### config.mk
export PLATFORM = sky130hd
export DESIGN_NAME = led_cell
export DESIGN_NICKNAME = d
export VERILOG_FILES = /design/src/rtl/levenshtein_edit_distance_macros.svh /design/src/rtl/led_pkg.sv /design/src/rtl/led_cell.sv
export SDC_FILE = /design/constraint.sdc
export NUM_CORES = 1
export LEC_CHECK = 0
export BUFFER_PORTS_ARGS = -buffer_cell sky130_fd_sc_hd__buf_2
export CAP_MARGIN = 20
export CORE_AREA = 4 4 95 97
export DETAILED_ROUTE_END_ITERATION = 6
export DIE_AREA = 0 0 99 101
export PLACE_DENSITY = 0.83
export SYNTH_ARGS = -nofsm -noshare
export SYNTH_HDL_FRONTEND = slang
export SYNTH_SLANG_ARGS = --single-unit
### constraint.sdc
create_clock -name clk -period 10.5 [get_ports clk]
set_input_delay 2.1 -clock clk [delete_from_list [all_inputs] [get_ports clk]]
set_output_delay 2.1 -clock clk [all_outputs]
set_load 0.005 [all_outputs]
### src/rtl/levenshtein_edit_distance_macros.svh
// ----------------------------------------------------------------------------
// Assertion macros for the edit distance block
// Concurrent checks on clk with rst masking; empty under synthesis.
// ----------------------------------------------------------------------------
`ifndef LEVENSHTEIN_EDIT_DISTANCE_MACROS_SVH
`define LEVENSHTEIN_EDIT_DISTANCE_MACROS_SVH

`ifndef SYNTHESIS

`define LED_ASSERT_IMP(label, ante, cons) \
  label: assert property (@(posedge clk) disable iff (rst) (ante) |-> (cons)) \
    else $error("assertion failed");

`define LED_ASSERT_NXT(label, ante, cons) \
  label: assert property (@(posedge clk) disable iff (rst) (ante) |=> (cons)) \
    else $error("assertion failed");

`else

`define LED_ASSERT_IMP(label, ante, cons)

`define LED_ASSERT_NXT(label, ante, cons)

`endif

`endif

### src/rtl/led_pkg.sv
// ----------------------------------------------------------------------------
// Edit distance package
// Sizes, op codes, the word that travels down the cell row, helpers.
// ----------------------------------------------------------------------------
`default_nettype none

package led_pkg;

  localparam int MAX_QUERY_CHARS = 32;
  localparam int CHAR_W          = 32;
  localparam int DIST_W          = 7;
  localparam int OP_W            = 2;
  localparam int IDX_W           = $clog2(MAX_QUERY_CHARS + 1);

  localparam logic [DIST_W-1:0] SAT_MAX = 7'd127;

  localparam logic [OP_W-1:0] OP_CLEAR  = 2'd0;
  localparam logic [OP_W-1:0] OP_APPEND = 2'd1;
  localparam logic [OP_W-1:0] OP_CHAR   = 2'd2;
  localparam logic [OP_W-1:0] OP_END    = 2'd3;

  typedef struct packed {
    logic              valid;
    logic [OP_W-1:0]   op;
    logic [CHAR_W-1:0] char_code;
    logic [DIST_W-1:0] left;
    logic [DIST_W-1:0] diag;
    logic [DIST_W-1:0] result;
    logic              placed;
  } tok_t;

  function automatic logic [DIST_W-1:0] sat_inc(input logic [DIST_W-1:0] v);
    return (v == SAT_MAX) ? SAT_MAX : v + 7'd1;
  endfunction

  function automatic logic [DIST_W-1:0] reload_val(input logic [IDX_W-1:0] idx);
    logic [IDX_W+DIST_W-1:0] wide;
    wide = (IDX_W + DIST_W)'(idx);
    return (wide > (IDX_W + DIST_W)'(SAT_MAX)) ? SAT_MAX : wide[DIST_W-1:0];
  endfunction

endpackage

`default_nettype wire

### src/rtl/led_cell.sv
// ----------------------------------------------------------------------------
// Edit distance cell
// Holds one query character and one row entry; updates on the passing word.
// ----------------------------------------------------------------------------
`default_nettype none

module led_cell (
  input  wire logic                       clk,
  input  wire logic                       rst,
  input  wire logic                       en,
  input  wire logic [led_pkg::IDX_W-1:0]  idx,
  input  wire led_pkg::tok_t              tin,
  output led_pkg::tok_t                   tout
);

  logic [led_pkg::CHAR_W-1:0] qchar;
  logic                       qvalid;
  logic [led_pkg::DIST_W-1:0] val;
  logic [led_pkg::DIST_W-1:0] val_next;
  logic [led_pkg::DIST_W-1:0] m;
  logic [led_pkg::DIST_W-1:0] cand;
  logic                       qvalid_next;
  logic                       store;
  led_pkg::tok_t              tout_next;

  always_comb begin
    m = (tin.left < val) ? tin.left : val;
    if (tin.diag < m) begin
      m = tin.diag;
    end
    cand = (qchar == tin.char_code) ? tin.diag : led_pkg::sat_inc(m);
  end

  always_comb begin
    tout_next   = tin;
    val_next    = val;
    qvalid_next = qvalid;
    store       = 1'b0;
    case (tin.op)
      led_pkg::OP_CLEAR: begin
        qvalid_next = 1'b0;
        val_next    = led_pkg::reload_val(idx);
      end
      led_pkg::OP_APPEND: begin
        if (!qvalid && !tin.placed) begin
          store            = 1'b1;
          qvalid_next      = 1'b1;
          tout_next.placed = 1'b1;
        end
        val_next = led_pkg::reload_val(idx);
      end
      led_pkg::OP_CHAR: begin
        if (qvalid) begin
          val_next       = cand;
          tout_next.left = cand;
          tout_next.diag = val;
        end
      end
      led_pkg::OP_END: begin
        if (qvalid) begin
          tout_next.result = val;
        end
        val_next = led_pkg::reload_val(idx);
      end
      default: begin
        val_next = val;
      end
    endcase
  end

  always_ff @(posedge clk) begin
    if (rst) begin
      qvalid     <= 1'b0;
      val        <= led_pkg::reload_val(idx);
      tout.valid <= 1'b0;
    end else if (en) begin
      tout.valid <= tin.valid;
      if (tin.valid) begin
        qvalid <= qvalid_next;
        val    <= val_next;
      end
    end
    if (en) begin
      tout.op        <= tout_next.op;
      tout.char_code <= tout_next.char_code;
      tout.left      <= tout_next.left;
      tout.diag      <= tout_next.diag;
      tout.result    <= tout_next.result;
      tout.placed    <= tout_next.placed;
      if (tin.valid && store) begin
        qchar <= tin.char_code;
      end
    end
  end

endmodule

`default_nettype wire

* After elaboration in Yosys (flattened, before gate mapping)
Cells that the tools add are included.
** Operators by class
- Shifts and indexed selects :: 0
- Add/subtract/negate cells :: 1
- Muxes and demuxes :: 19
- Equal/unequal tests :: 8
- Order comparisons :: 2
- Bitwise operators :: 0
- Multiply operators :: 0
- Div/mod/pow operators :: 0
- Reduce and logical (&&, ||, !) cells :: 13
** Operators by type and width (number)
- $mux 7 :: 7
- $eq 32x32->1 :: 1
- $mux 14 :: 2
- $mux 6 :: 3
- $lt 7x7->1 :: 2
- $pmux 7 s2 :: 1
- $add 7x1->7 const B :: 1
- $eq 7x7->1 const B :: 1
- $reduce_and 3->1 :: 2
- $reduce_bool 2->1 :: 3
- $mux 1 :: 5
- $eq 2x2->1 const B :: 2
- $ne 2x2->1 const B :: 2
- $reduce_and 4->1 :: 1
- $ne 3x3->1 const B :: 1
- $reduce_or 3->1 :: 1
- $eq 2x1->1 const B :: 1
- $logic_and 1x1->1 :: 2
- $logic_not 1->1 :: 2
- $logic_not 2->1 :: 1
- $pmux 1 s2 :: 1
- $reduce_and 2->1 :: 1
** Word-level totals
- Bits in writable memories :: 0
- Bits in latches :: 0
- Bits in read-only memories :: 0
- Memories kept :: 0
- Bits in registers :: 97

* Longest topological paths before layout
- Depth after elaboration :: 12
- Mapped depth :: 24

* Worst setup path after synthesis
OpenSTA, ideal clock, no wires.
- Path type :: input port to flip-flop
- Start point :: input port tin[21] (netlist name)
- End point :: register val[4] (netlist name), data pin
- Buffers on the path :: 2
- Stages :: 22
- Data required time :: 10.331 ns
- Library setup time :: 0.169 ns
- Setup slack :: 4.276 ns
- Arrival time :: 6.055 ns
- Path through :: ha_1 a21oi_1 o21ai_0 a21oi_2 mux2_2 inv_1 ha_1 a21o_1 a31o_1 a2111o_1 o211ai_2 buf_6 a211oi_1 nor2_1 ha_1 buf_2 and3_1 nand2_1 mux2_4 mux2i_2 a311oi_2 o31ai_1
** Between the ends
- Cells in the longest elaborated chain, start to end :: 12
** RTL lines
- start: declaration :: line led_cell.sv:12 : input wire led_pkg::tok_t tin,
- $lt 7x7->1 :: line led_cell.sv:27 : m = (tin.left < val) ? tin.left : val;
- $mux 7 (*) :: line led_cell.sv:27
- $lt 7x7->1 :: line led_cell.sv:28 : if (tin.diag < m) begin
- $mux 7 (*) :: line led_cell.sv:28
- $add 7x1->7 / $eq 7x7->1 (equally long branches) :: line led_pkg.sv:33 : return (v == SAT_MAX) ? SAT_MAX : v + 7'd1;
- $mux 7 (*) :: line led_pkg.sv:33
- $mux 7 (*) :: line led_cell.sv:31 : cand = (qchar == tin.char_code) ? tin.diag : led_pkg::sat_inc(m);
- $mux 7 (*) :: line led_cell.sv:53 : if (qvalid) begin
- $pmux 7 s2 (*) :: line led_cell.sv:39 : case (tin.op)
- $mux 6 (*) :: line led_cell.sv:78 : if (tin.valid) begin
- $mux 6 (*) :: line led_cell.sv:76 : end else if (en) begin
- $mux 6 (*) :: line led_cell.sv:72 : if (rst) begin
- end signal: assignment :: line led_cell.sv:74 : val <= led_pkg::reload_val(idx);
- end signal: assignment :: line led_cell.sv:80 : val <= val_next;
- end: declaration :: line led_cell.sv:18 : logic [led_pkg::DIST_W-1:0] val;
Every way passes the cells marked *; elsewhere a longest branch is shown, timed or not. The select of a mux whose other input is x is not followed.
A chain may end at the register's enable or synchronous reset.

* Final worst setup path
Ends and elaborated chain as after synthesis.

==> metrics.txt <==
# TYPE chip_impl_metric gauge
chip_impl_metric{name="floorplan.initialDensity",unit=""} 0.553
chip_impl_metric{name="gpl.final_weighted_congestion",unit=""} 1.00
chip_impl_metric{name="grt_start_max_net_pins",unit=""} 59
chip_impl_metric{name="synthesis_warning_total",unit=""} 0
chip_impl_metric{name="synth.cell_area",unit="um2"} 4500
chip_impl_metric{name="synth.mux.area_fraction",unit=""} 0.0248
chip_impl_metric{name="grt_antenna_before_repair",unit=""} 0
chip_impl_metric{name="antenna_cells",unit=""} 0
chip_impl_metric{name="die_height",unit="um"} 101
chip_impl_metric{name="buffer_ports.inserted",unit=""} 122
chip_impl_info{name="synth.area.top_cells",value="sky130_fd_sc_hd__edfxtp_1 (63%), sky130_fd_sc_hd__xor2_1 (6.2%), sky130_fd_sc_hd__nand2_1 (3.8%)"} 1
chip_impl_metric{name="cts_max_path_buffers",unit=""} 2
chip_impl_metric{name="dp.cells",unit=""} 570
chip_impl_metric{name="ffs_w_async_s_r_synth",unit=""} 0
chip_impl_metric{name="number_of_cells_on_the_worst_hold_path",unit=""} 2
chip_impl_metric{name="synth-edff-count",unit=""} 94
chip_impl_metric{name="pwr-share-comb",unit=""} 0.149
chip_impl_metric{name="post_synthesis_compound_gate_area_fraction",unit=""} 0.0904
chip_impl_metric{name="routed_wire_length_per_instance",unit="um"} 18.3
chip_impl_metric{name="rows",unit=""} 33
chip_impl_metric{name="drt_iter0_markers",unit=""} 169
chip_impl_metric{name="layout.cells.non_filler",unit=""} 586
chip_impl_info{name="synth_top_family_by_area",value="simple AND/OR/NAND/NOR gates"} 1
chip_impl_metric{name="p_per_area",unit="nW/um2"} 151
chip_impl_metric{name="synth-adder-area-share",unit=""} 0.0362
chip_impl_metric{name="detailed_place.area",unit="um2"} 5220
chip_impl_info{name="worstHoldStart",value="tout[56]$_SDFFE_PP0P_"} 1
chip_impl_metric{name="hold_violations",unit=""} 0
chip_impl_info{name="timing.critical_path.from_type",value="input port"} 1
chip_impl_metric{name="finalSetupViolations",unit=""} 0
chip_impl_metric{name="crit_path_max_fanout",unit=""} 15
chip_impl_metric{name="pwr-share-clk",unit=""} 0.296
chip_impl_metric{name="cts.repair.resized",unit=""} 0
chip_impl_metric{name="cts_hold_buffers",unit=""} 0
chip_impl_metric{name="via_per_inst",unit=""} 5.57
chip_impl_metric{name="ys_seq_area_frac",unit=""} 0.641
chip_impl_metric{name="cts.htree.levels",unit=""} 3
chip_impl_info{name="crit_path_end_kind",value="register"} 1
chip_impl_metric{name="ioPinCount",unit=""} 123
chip_impl_metric{name="vias_in_the_first_global_route",unit=""} 3220
chip_impl_metric{name="die_w",unit="um"} 99
chip_impl_metric{name="xor_xnor_share_of_the_synthesized_area",unit=""} 0.0721
chip_impl_metric{name="postRouteAntennaNets",unit=""} 0
chip_impl_metric{name="global_route.overflow_total",unit=""} 0
chip_impl_info{name="outcome",value="finished clean"} 1
chip_impl_metric{name="synth_nets",unit=""} 427
chip_impl_metric{name="count_of_different_cell_masters_after_synthesis",unit=""} 47
chip_impl_metric{name="reg_to_reg_setup_timing_slack",unit="ns"} 4.89
chip_impl_metric{name="worst_skew_pair_latency",unit="ns"} 0.36
chip_impl_metric{name="synthCells",unit=""} 348
chip_impl_info{name="dominantRegCellSynth",value="sky130_fd_sc_hd__edfxtp_1"} 1
chip_impl_metric{name="timing_worst_slew_pin_value",unit="ns"} 0.824
chip_impl_metric{name="timing.hold.ws",unit="ns"} 0.482
chip_impl_metric{name="core_region_area",unit="um2"} 8130
chip_impl_metric{name="clock-sinks",unit=""} 97
chip_impl_metric{name="final.fill_count",unit=""} 628
chip_impl_metric{name="required",unit="ns"} 10.67
chip_impl_metric{name="max_fclk",unit="MHz"} 144
chip_impl_metric{name="detail_route.drc_violations",unit=""} 0
chip_impl_metric{name="synth.ff_latch_count",unit=""} 97
chip_impl_info{name="tritoncts",value="done"} 1
chip_impl_metric{name="clk_transition_reported_paths",unit="ns"} 0.10
chip_impl_info{name="worst_hold_path_type",value="reg2reg"} 1
chip_impl_metric{name="worst_clock_skew",unit="ns"} 0.0133
chip_impl_info{name="criticalPathCategory",value="in2reg"} 1
chip_impl_metric{name="top_area_cell_type_share_of_the_netlist_area",unit=""} 0.628
chip_impl_info{name="netlist_top_cells_count",value="sky130_fd_sc_hd__edfxtp_1 (94), sky130_fd_sc_hd__nand2_1 (45), sky130_fd_sc_hd__xor2_1 (32)"} 1
chip_impl_info{name="root_buffer",value="sky130_fd_sc_hd__clkbuf_8"} 1
chip_impl_metric{name="dp_wirelength",unit="um"} 8300
chip_impl_metric{name="finalWorstPathRequiredPeriod",unit="ns"} 6.93
chip_impl_metric{name="postSynthAreaPerCell",unit="um2"} 12.9
chip_impl_metric{name="timing.final.crit_share",unit=""} 0.660
chip_impl_metric{name="internal",unit="mW"} 0.609
chip_impl_metric{name="r2r.worst_path.cells",unit=""} 21
chip_impl_metric{name="timing_max_transition_violations_final",unit=""} 0
chip_impl_metric{name="postRouteWirelength",unit="um"} 10700
chip_impl_metric{name="grt_pass1_wl",unit="um"} 16700
chip_impl_metric{name="post_cts_buffers",unit=""} 0
chip_impl_metric{name="max_transition_margin",unit=""} 0.449
chip_impl_metric{name="grt_use_total",unit=""} 0.220
chip_impl_metric{name="num-nets-final",unit=""} 555
chip_impl_metric{name="sequentialPowerShare",unit=""} 0.555
chip_impl_metric{name="cap_violations",unit=""} 0
chip_impl_metric{name="p_sw_frac",unit=""} 0.256
chip_impl_metric{name="detailroute.via_count",unit=""} 3265
chip_impl_metric{name="layout_area_overhead",unit="%"} 20.6
chip_impl_metric{name="worst-endpoint-arrival",unit="ns"} 7.10
chip_impl_info{name="synth_area_leader_cell",value="sky130_fd_sc_hd__edfxtp_1"} 1
chip_impl_info{name="worst_r2r_startpoint",value="val[2]$_DFFE_PP_"} 1
chip_impl_metric{name="yosys.area_share.simple",unit=""} 0.120
chip_impl_metric{name="fp.dieArea",unit="um2"} 10000
chip_impl_metric{name="finalSetupTns",unit="ns"} 0
chip_impl_metric{name="ir_drop_worst_case_vdd",unit="V"} 0.0000736
chip_impl_info{name="unrepaired_setup_endpoints_after_global_routing",value="false"} 1
chip_impl_metric{name="dr.pass1.iters",unit=""} 4
chip_impl_metric{name="finish.instance_area",unit="um2"} 5430
chip_impl_metric{name="p_sw",unit="mW"} 0.209
chip_impl_info{name="synth.most_common_cell",value="sky130_fd_sc_hd__edfxtp_1"} 1
chip_impl_info{name="reg2reg_to",value="val[4]$_DFFE_PP_"} 1
chip_impl_metric{name="cts_made_buffers",unit=""} 9
chip_impl_info{name="hold-path-endpoint",value="tout[56]$_SDFFE_PP0P_"} 1
chip_impl_metric{name="final_layout_size_suffix_gt1_frac",unit=""} 0.310
chip_impl_metric{name="p_leak",unit="nW"} 2.21
==> worst max-delay path: stages <==
cell and delay [ns]:
sky130_fd_sc_hd__buf_2 0.13, sky130_fd_sc_hd__ha_1 0.31, sky130_fd_sc_hd__a21oi_1 0.14, sky130_fd_sc_hd__o21ai_0 0.18, sky130_fd_sc_hd__a21oi_2 0.61, sky130_fd_sc_hd__mux2_2 0.44, sky130_fd_sc_hd__inv_1 0.06, sky130_fd_sc_hd__ha_1 0.23
sky130_fd_sc_hd__a21o_1 0.18, sky130_fd_sc_hd__a31o_1 0.21, sky130_fd_sc_hd__a2111o_1 0.38, sky130_fd_sc_hd__o211ai_2 0.24, sky130_fd_sc_hd__a211oi_1 0.13, sky130_fd_sc_hd__nor2_1 0.13, sky130_fd_sc_hd__ha_1 0.32, sky130_fd_sc_hd__and3_1 0.22
sky130_fd_sc_hd__nand2_1 0.06, sky130_fd_sc_hd__mux2_4 0.28, sky130_fd_sc_hd__mux2i_2 0.33, sky130_fd_sc_hd__a311oi_2 0.10, sky130_fd_sc_hd__o31ai_1 0.31
==> layout by cell type, fill, tap and decap left out, types with 5 or more instances in the layout <==
cell	instances
sky130_fd_sc_hd__and3_1	7
sky130_fd_sc_hd__nor4_1	9
sky130_fd_sc_hd__ha_1	13
sky130_fd_sc_hd__mux2i_1	6
sky130_fd_sc_hd__xor2_1	32
sky130_fd_sc_hd__clkbuf_8	9
sky130_fd_sc_hd__edfxtp_1	94
sky130_fd_sc_hd__nand2_1	45
sky130_fd_sc_hd__o21ai_0	24
sky130_fd_sc_hd__inv_1	9
sky130_fd_sc_hd__buf_2	122
sky130_fd_sc_hd__nand3_1	14
sky130_fd_sc_hd__a21oi_1	10
sky130_fd_sc_hd__nor2_1	15
sky130_fd_sc_hd__xnor2_1	5
==> worst max path at each step <==
stage / startpoint / endpoint / slack, ns / cells past startpoint
after floorplan: tin[21] / val[4]$_DFFE_PP_ / 4.28 / 22
after global placement: tin[21] / val[4]$_DFFE_PP_ / 3.42 / 21
after detailed placement: tin[21] / val[4]$_DFFE_PP_ / 3.21 / 21
after CTS: tin[21] / val[4]$_DFFE_PP_ / 3.60 / 21
after global routing: tin[21] / val[4]$_DFFE_PP_ / 3.16 / 21
final: tin[21] / val[4]$_DFFE_PP_ / 3.57 / 21
==> flip-flops by register name, indices dropped and copies added (netlist names) <==
name and flops:
val 7, qvalid 1, tout 57, qchar 32
==> logic make-up (layout without fill, tap and decap cells) <==
logic type,Yosys count,in the layout
muxes,10,10
and+or+nand+nor,112,112
DFF,97,97
AOI/OAI and AO/OA,63,63
adders and majority gates,13,13
xor gates and xnor gates,37,37
buffers and inverters,16,149
==> layer usage <==
metal	vias to the layer above	wire length (um)	track usage
met5	-	0	0
met4	0	201	0.0725
met3	14	790	0.0526
met2	141	5360	0.376
met1	1545	4350	0.275
li1	1565	-	-
==> power groups by stage <==
stage	Sequential, mW	Clock (mW)	Combinational, mW
5_1_grt	0.456	0.267	0.136
3_5_place_dp	0.464	0	0.122
2_1_floorplan	0.464	0	0.0634
6_report	0.455	0.242	0.122
4_1_cts	0.455	0.248	0.122
3_3_place_gp	0.463	0	0.120
==> per-stage QoR <==
step	setup WS, ns	util	total power [mW]
floorplan	4.28	-	0.528
global placement	3.42	0.642	0.582
detailed placement	3.21	0.642	0.585
CTS	3.60	0.667	0.825
global route	3.16	0.667	0.859
finish	3.57	0.667	0.819
==> final cells by class <==
| type | count | area [um2] | area share |
|---|---|---|---|
| clock inverters | 7 | 77.6 | 0.0143 |
| clock buffers | 9 | 124 | 0.0228 |
| inverters | 9 | 33.8 | 0.00623 |
| repair buffers | 124 | 626 | 0.115 |
| flip-flops and latches | 97 | 2880 | 0.531 |
| multi-input cells | 235 | 1550 | 0.286 |
| well taps | 105 | 131 | 0.0242 |
(Power assumes the default switching activity.)
